`config.mk`:
```
export PLATFORM = sky130hd
export DESIGN_NAME = msthm_ctrl
export DESIGN_NICKNAME = d
export VERILOG_FILES = /design/src/rtl/core/msthm_pkg.sv /design/src/rtl/core/msthm_ctrl.sv
export SDC_FILE = /design/constraint.sdc
export NUM_CORES = 1
export LEC_CHECK = 0
export BUFFER_PORTS_ARGS = -buffer_cell sky130_fd_sc_hd__buf_4
export CAP_MARGIN = 10
export CORE_AREA = 2 2 65 49
export CTS_BUF_LIST = sky130_fd_sc_hd__clkbuf_4 sky130_fd_sc_hd__clkbuf_8 sky130_fd_sc_hd__clkbuf_16
export CTS_CLUSTER_SIZE = 30
export DETAILED_ROUTE_END_ITERATION = 6
export DIE_AREA = 0 0 67 51
export PLACE_DENSITY_LB_ADDON = 0.2
export SLEW_MARGIN = 20
export SYNTH_ARGS = -nofsm -noshare
export SYNTH_HDL_FRONTEND = slang
export SYNTH_SLANG_ARGS = --single-unit
```
`constraint.sdc`:
```
create_clock -name clk_i -period 2.4 [get_ports clk_i]
set_input_delay 0.12 -clock clk_i [delete_from_list [all_inputs] [get_ports clk_i]]
set_output_delay 0.12 -clock clk_i [all_outputs]
set_load 0.02 [all_outputs]
```
`src/rtl/core/msthm_pkg.sv`:
```
// Shared types and constants of the maximum spanning tree block.
// Depends on nothing; every module of the block imports it.
package msthm_pkg;

  localparam int unsigned IDX_BITS      = 5;
  localparam int unsigned CNT_BITS      = 6;
  localparam int unsigned STATUS_BITS   = 2;
  localparam int unsigned IN_DATA_BITS  = 48;
  localparam int unsigned OUT_DATA_BITS = 16;
  localparam logic [CNT_BITS-1:0] CNT_RESET = 6'd32;

  localparam logic MODE_STORE = 1'b0;
  localparam logic MODE_BUILD = 1'b1;

  typedef enum logic [STATUS_BITS-1:0] {
    ST_OK       = 2'd0,
    ST_BAD_PAIR = 2'd1,
    ST_NO_TREE  = 2'd2
  } status_e;

  // Commands from the controller to the datapath.
  typedef struct packed {
    logic clr_step;
    logic accept;
    logic build_init;
    logic upd_rd;
    logic upd_wr;
    logic sel_clear;
    logic sel_rd;
    logic sel_chk;
    logic add;
    logic row_rd;
    logic row_lt;
    logic scan_rd;
    logic next_h;
    logic next_row;
    logic emit_edge;
    logic emit_fail;
  } cmd_t;

  // Status from the datapath to the controller.
  typedef struct packed {
    logic clr_last;
    logic in_build;
    logic v_last;
    logic best_found;
    logic round_last;
    logic n_one;
    logic hit;
    logic h_last;
    logic l_last;
    logic out_free;
  } sts_t;

endpackage

```
`src/rtl/core/msthm_ctrl.sv`:
```
// Sequencer of the maximum spanning tree block: clearing pass, tree growth,
// sorted edge scan. Depends on msthm_pkg; drives the datapath by commands.
module msthm_ctrl (
  input  logic            clk_i,
  input  logic            rst_ni,
  input  logic            s_axis_tvalid,
  output logic            s_axis_tready,
  input  msthm_pkg::sts_t sts_i,
  output msthm_pkg::cmd_t cmd_o
);
  import msthm_pkg::*;

  typedef enum logic [12:0] {
    S_CLEAR    = 13'b0000000000001,
    S_IDLE     = 13'b0000000000010,
    S_INIT     = 13'b0000000000100,
    S_UPD_RD   = 13'b0000000001000,
    S_UPD_WR   = 13'b0000000010000,
    S_SEL_RD   = 13'b0000000100000,
    S_SEL_CHK  = 13'b0000001000000,
    S_ADD      = 13'b0000010000000,
    S_FAIL     = 13'b0000100000000,
    S_ROW_RD   = 13'b0001000000000,
    S_ROW_LT   = 13'b0010000000000,
    S_SCAN_RD  = 13'b0100000000000,
    S_SCAN_CHK = 13'b1000000000000
  } state_e;

  state_e state_q, state_d;

  assign s_axis_tready = (state_q == S_IDLE) && sts_i.out_free;

  always_comb begin
    state_d = state_q;
    cmd_o   = '0;
    cmd_o.accept = s_axis_tvalid && s_axis_tready;
    unique case (state_q)
      S_CLEAR: begin
        cmd_o.clr_step = 1'b1;
        if (sts_i.clr_last) state_d = S_IDLE;
      end
      S_IDLE: begin
        if (cmd_o.accept && sts_i.in_build) state_d = S_INIT;
      end
      S_INIT: begin
        cmd_o.build_init = 1'b1;
        state_d = sts_i.n_one ? S_IDLE : S_UPD_RD;
      end
      S_UPD_RD: begin
        cmd_o.upd_rd = 1'b1;
        state_d = S_UPD_WR;
      end
      S_UPD_WR: begin
        cmd_o.upd_wr = 1'b1;
        if (sts_i.v_last) begin
          cmd_o.sel_clear = 1'b1;
          state_d = S_SEL_RD;
        end else begin
          state_d = S_UPD_RD;
        end
      end
      S_SEL_RD: begin
        cmd_o.sel_rd = 1'b1;
        state_d = S_SEL_CHK;
      end
      S_SEL_CHK: begin
        cmd_o.sel_chk = 1'b1;
        state_d = sts_i.v_last ? S_ADD : S_SEL_RD;
      end
      S_ADD: begin
        if (!sts_i.best_found) begin
          state_d = S_FAIL;
        end else begin
          cmd_o.add = 1'b1;
          state_d = sts_i.round_last ? S_ROW_RD : S_UPD_RD;
        end
      end
      S_FAIL: begin
        if (sts_i.out_free) begin
          cmd_o.emit_fail = 1'b1;
          state_d = S_IDLE;
        end
      end
      S_ROW_RD: begin
        cmd_o.row_rd = 1'b1;
        state_d = S_ROW_LT;
      end
      S_ROW_LT: begin
        cmd_o.row_lt = 1'b1;
        state_d = S_SCAN_RD;
      end
      S_SCAN_RD: begin
        cmd_o.scan_rd = 1'b1;
        state_d = S_SCAN_CHK;
      end
      S_SCAN_CHK: begin
        // Hold here while a tree edge waits for room in the output register.
        if (!(sts_i.hit && !sts_i.out_free)) begin
          cmd_o.emit_edge = sts_i.hit;
          if (sts_i.h_last) begin
            if (sts_i.l_last) begin
              state_d = S_IDLE;
            end else begin
              cmd_o.next_row = 1'b1;
              state_d = S_ROW_RD;
            end
          end else begin
            cmd_o.next_h = 1'b1;
            state_d = S_SCAN_RD;
          end
        end
      end
      default: state_d = S_IDLE;
    endcase
  end

  always_ff @(posedge clk_i or negedge rst_ni) begin
    if (!rst_ni) begin
      state_q <= S_CLEAR;
    end else begin
      state_q <= state_d;
    end
  end

endmodule

```
Word level (Yosys, flattened, before mapping). Index checks and enable logic that the tools add are counted.

$add $sub $neg: 0. Multiply operators: 0. Divide/modulo/power cells: 0. Order comparisons: 0. Eq/ne operators: 17. Shift-type cells: 0. Mux-type cells: 31. Bitwise logic cells: 0. Reductions and logical operators: 6.

Operators with widths (number): case mux 13 bit (13 select lines) (1); two-way mux 13 bit (5); two-way mux 10 bit (3); two-way mux 1 bit (16); equality test 13 x 1 -> 1 bit (second input constant) (1); equality test 13 x 10 -> 1 bit (second input constant) (1); equality test 13 x 11 -> 1 bit (second input constant) (1); equality test 13 x 12 -> 1 bit (second input constant) (1); equality test 13 bit (second input constant) (1); equality test 13 x 2 -> 1 bit (second input constant) (1); equality test 13 x 3 -> 1 bit (second input constant) (1); equality test 13 x 4 -> 1 bit (second input constant) (1); equality test 13 x 5 -> 1 bit (second input constant) (1); equality test 13 x 6 -> 1 bit (second input constant) (1); equality test 13 x 7 -> 1 bit (second input constant) (1); equality test 13 x 8 -> 1 bit (second input constant) (1); equality test 13 x 9 -> 1 bit (second input constant) (1); two-way mux 8 bit (1); two-way mux 3 bit (2); two-way mux 6 bit (1); != test 2 bit (second input constant) (3); logical AND 1 bit (4); two-way mux 4 bit (1); AND reduction 4 bit (1); 3 further kinds (3).

Bits in registers: 13. Bits in latches: 0. Memory bits (writable): 0. ROM bits: 0. Input port bits: 13. Word-level logic and storage cells: 55. Memories: 0.

Depth between registers and ports, before layout.
Depth in word-level cells: 6. Gate-level depth with buffers: 6.

Least setup slack after synthesis. Ideal clock, no wire load.

Path type: reg-to-reg. Start: register state_q[9]. End: register state_q[5]. Setup time: 64 ps. Arrival time: 1946 ps. Required time: 2336 ps. Path slack: 390 ps. Cell stages (with the launch flop): 7. Path buffers: 1. Path through: dfrtp_1 or4_1 buf_6 nor4_4 and4b_4 and2_4 a21o_1.

Cells in the longest elaborated chain, start to end: 6. Elaborated cells between the ends (all ways): 22. Classes of those cells: 17 x eq/ne; 1 x mux; 4 x reduce/logical.

Ends and longest elaborated chain: from (decl) (line msthm_ctrl.sv:29) `state_e state_q, state_d;`; from (signal assigned) (line msthm_ctrl.sv:121) `state_q <= state_d;`; equality test 13 x 2 -> 1 bit (line msthm_ctrl.sv:31, msthm_ctrl.sv:37); logical AND 1 bit (line msthm_ctrl.sv:31) `assign s_axis_tready = (state_q == S_IDLE) && sts_i.out_free;`; logical AND 1 bit (line msthm_ctrl.sv:36) `cmd_o.accept = s_axis_tvalid && s_axis_tready;`; logical AND 1 bit (line msthm_ctrl.sv:43) `if (cmd_o.accept && sts_i.in_build) state_d = S_INIT;`; != test 2 x 1 -> 1 bit (no source line); AND reduction 4 bit (no source line).

Several ways; a longest one is shown, not always the timed one. A chain may end at the register's enable or synchronous reset.

==> metrics.md <==
| Metric | Value |
|---|---|
| Relative slew slack | 0.607 |
| Leak | 0.649 nW |
| Synthesis-stage register bit count | 13 |
| Post-route antenna net violation count | 0 |
| Number of clock sinks seen by CTS | 13 |
| Final estimated routing congestion in global placement | between 0.8 and 0.9 |
| Time the worst path needs with I/O delays and setup | 2.28 ns |
| Number of distinct standard cells referenced by the synthesized netlist | 42 |
| Power per Cell Area | between 500 and 600 nW/um^2 |
| Remaining design rule violation count | 0 |
| Nature of the critical path startpoint | register |
| Design internal power | 459 uW |
| Net load switching power | 232 uW |
| Count of synthesis-stage warnings from yosys | 0 |
| Final worst path period share | 0.949 |
| Top_reg_cell synth | sky130_fd_sc_hd__dfrtp_1 |
| Largest regs | state_q (13) |
| Clk Latency, worst-skew pair | 0.25 ns |
| Number of post-CTS setup repair buffers | 0 |
| Initial antenna violation count | 0 |
| Avg WL per Cell | 14.8 um |
| Setup_tns | 0 ns |
| Post-Synthesis Mean Instance Area | between 8 and 9 sq um |
| Crit path kind | register to output pin |
| Clock tree from TritonCTS | done |
| Setup-failing EPs final | 0 |
| Post-DR vias/cell | around 5.5 |
| Slowest cell on the critical path | sky130_fd_sc_hd__or4_4 |
| Critical R2R Launch | state_q[9] |
| Cell Area, Synth | 1020 sq um |
| Share of synthesized flip-flops with an asynchronous set or reset | 1.00 |
| Count of pins over their slew limit | 0 |
| Hold Startpoint | sts_i[9] |
| Proportion of layout cells with a drive suffix above 1 | 0.340 |
| H-Tree Level Count | 1 |
| Sw Share | 0.335 |
| Initial cell density of the core | 0.352 |
| Pin count of the biggest net entering global routing | 14 |
| Number of diodes added for antenna fixing | 0 |
| Overall routed net length | roughly 2800 um |
| FF+latch area | 327 sq um |
| Overflow left after global routing | 0 |
| Worst supply voltage drop on vdd | approximately 0.00024 V |
| Number of core rows | 17 |
| Status | finished clean |
| NumNets Final | approximately 160 |
| Synthesis-to-layout area growth | 31.3% |
| Number of flip-flops in the largest register | 13 |
| Post-Synthesis Cells | 119 |
| Vias | 1033 |
| CP Max Fanout | 7 |
| Worst setup path start | state_q[9] |
| Part of the total power dissipated in the clock network | 0.310 |
| Maximum clock insertion buffer count | 2 |
| Unrepaired setup endpoints after global routing | no |
| Worst endpoint data arrival time | between 2 and 2.5 ns |
| Die outline area | 3420 sq um |
| Clock Root Buffer | sky130_fd_sc_hd__clkbuf_8 |
| Ordered list of cells on the worst path | or4_4, nor4_4, nand3b_1, nor2_1, buf_4 |
| Endpoint type of the worst setup path | output pin |
| Reported max-cap violation count | 0 |
| Least-Margin Pin Slew | 0.575 ns |
| Seq pwr share | 0.363 |
| Core region area | between 2000 and 3000 sq um |
| Number of clock buffers inserted by TritonCTS | 3 |
| Count of TritonRoute iterations in the first routing pass | 4 |
| Sequential area share after synthesis | 0.321 |
| Number of inserted filler cells in the final layout | about 300 |
| Chip width | ~67 um |
| Hold violation total from the final report | 0 |
| Number of global-route vias before repair | 970 |
| Die outline height | a little over 50 um |
| Number of enable flip-flop cells after synthesis | 0 |
| Multi-input gate area in the final layout | 642 sq um |
| Combinational power share | 0.327 |
| Achievable Freq | approximately 440 MHz |
| Classification of the worst-slack hold path | primary input to register |
| Estimated wirelength of the detail-placed design | roughly 2200 um |
| Register name with the most flops | state_q |
| Final clock skew | ~0.00094 ns |
| Longest individual stage delay on the worst path | 0.63 ns |
| Worst Path Required | 2.28 ns |
| Clock Pin Slew Worst Setup and Hold Paths | about 0.060 ns |
| IO Pins | 30 |
| First-pass GRT wire length | 4670 um |
| Pwr Total | 691 uW |
| All-Layer GR Usage | 0.182 |
| Number of nets in the synthesized netlist | 132 |
| Number of buffer cells added on primary ports | 29 |
| Initial DRC count | 33 |
## cells in the final DEF, fill, tap and decap left out, drive strengths merged
| cell | synthesis | final |
|---|---|---|
| nand2 | 10 | 10 |
| a21o | 1 | 1 |
| or4b | 1 | 1 |
| dfstp | 1 | 1 |
| xor2 | 3 | 3 |
| and4b | 2 | 2 |
| nor3 | 3 | 3 |
| nand4 | 1 | 1 |
| nand4b | 1 | 1 |
| nor3b | 4 | 4 |
| a21oi | 4 | 4 |
| nand3 | 3 | 3 |
| or2 | 2 | 2 |
| o21ai | 3 | 3 |
| or3 | 4 | 4 |
| dfrtp | 12 | 12 |
| buf | 2 | 32 |
| a31oi | 1 | 1 |
| nor2 | 13 | 13 |
| and2 | 3 | 3 |
| a221o | 1 | 1 |
| nor4 | 7 | 7 |
| nor2b | 3 | 3 |
| o221ai | 1 | 1 |
| and4 | 4 | 4 |
| dlygate4sd3 | 0 | 1 |
| or3b | 1 | 1 |
| o2111ai | 1 | 1 |
| o211ai | 1 | 1 |
| nand3b | 2 | 2 |
| nand2b | 3 | 3 |
| or4 | 2 | 2 |
| inv | 6 | 6 |
| a2111oi | 3 | 3 |
| and3 | 5 | 5 |
| a311oi | 1 | 1 |
| clkbuf | 4 | 4 |
## per-stage QoR
| step | utilization | instances | hold WS (ns) | area, sq um | setup slack (ns) |
|---|---|---|---|---|---|
| finish | 0.462 | 188 | 0.0160 | 1340 | 0.122 |
| floorplan | - | 119 | -0.176 | 1020 | 0.390 |
| detailed placement | 0.441 | 183 | -0.0218 | 1270 | 0.167 |
| global route | 0.462 | 188 | 0.0132 | 1340 | 0.00957 |
| CTS | 0.462 | 188 | 0.00720 | 1340 | 0.0537 |
| global placement | 0.441 | 183 | -0.0247 | 1270 | 0.208 |
## power groups by stage
stage	registers (mW)	clock network, mW	logic (mW)
detailed placement	0.254	0	0.219
global route	0.254	0.232	0.250
finish	0.251	0.214	0.226
floorplan	0.237	0	0.169
CTS	0.250	0.222	0.223
global placement	0.255	0	0.222
## cells in the mapped netlist (2+ instances only)
cell                         n  area share
sky130_fd_sc_hd__nor2_1     13       0.048
sky130_fd_sc_hd__dfrtp_1    12        0.29
sky130_fd_sc_hd__nand2_1    10       0.037
sky130_fd_sc_hd__inv_1       6       0.022
sky130_fd_sc_hd__and3_1      5       0.031
sky130_fd_sc_hd__a21oi_1     4       0.020
sky130_fd_sc_hd__clkbuf_1    4       0.015
sky130_fd_sc_hd__nor3b_1     4       0.029
sky130_fd_sc_hd__nor4_1      4       0.025
sky130_fd_sc_hd__or3_1       4       0.025
sky130_fd_sc_hd__a2111oi_0   3       0.026
sky130_fd_sc_hd__and4_2      3       0.029
sky130_fd_sc_hd__nand2b_1    3       0.018
sky130_fd_sc_hd__nand3_1     3       0.015
sky130_fd_sc_hd__nor2b_1     3       0.018
sky130_fd_sc_hd__nor3_1      3       0.015
sky130_fd_sc_hd__nor4_4      3       0.063
sky130_fd_sc_hd__o21ai_0     3       0.015
sky130_fd_sc_hd__xor2_1      3       0.026
sky130_fd_sc_hd__and2_1      2       0.012
sky130_fd_sc_hd__nand3b_1    2       0.015
sky130_fd_sc_hd__or2_2       2       0.012
## worst paths after layout
path / end / slack (ns) / cells past startpoint
max: cmd_o[2] / 0.12 / 5
min in group asynchronous: state_q[8] / 0.26 / 2
min reg2reg: state_q[10] / 0.58 / 1
max in group asynchronous: state_q[0] / 1.91 / 2
max reg2reg: state_q[11] / 0.30 / 5
min: state_q[0] / 0.02 / 2
## routing by layer
metal / up-vias / global-route usage / wire length (um)
li1: 506 / - / -
met1: 502 / 0.262 / 1400
met2: 23 / 0.282 / 1280
met3: 2 / 0.0396 / 97
met4: 0 / 0.0306 / 10
met5: - / 0 / 0
## final cells by class
cell class / count / share of cell area
Multi-Input combinational cell: 94 / 0.480
Clock buffer: 4 / 0.0365
Inverter: 6 / 0.0168
Tap cell: 38 / 0.0355
Sequential cell: 13 / 0.244
Timing Repair Buffer: 33 / 0.187
## worst max-delay path: cells and delay by family, from the launching register on
kind	cells	cell delay (ns)
simple gates	4	1.33
flops	1	0.44
buf+inv	1	0.14
## timing repair
action	in CTS	in global routing
gates resized for setup	1	0
cloned	0	0
setup endpoints to repair	2	1
hold buffers	1	0
pin swaps	0	1
hold endpoints to repair	13	0
## cell families (layout without fill, tap and decap cells)
logic type	Yosys count	count (layout)	share of synthesized area
xor gates and xnor gates	3	3	0.0258
and+or+nand+nor	74	74	0.484
buffers and inverters	12	43	0.0528
AOI/OAI and AO/OA	17	17	0.117
DFF	13	13	0.321
Note: power is estimated with default switching activity, not from simulation.
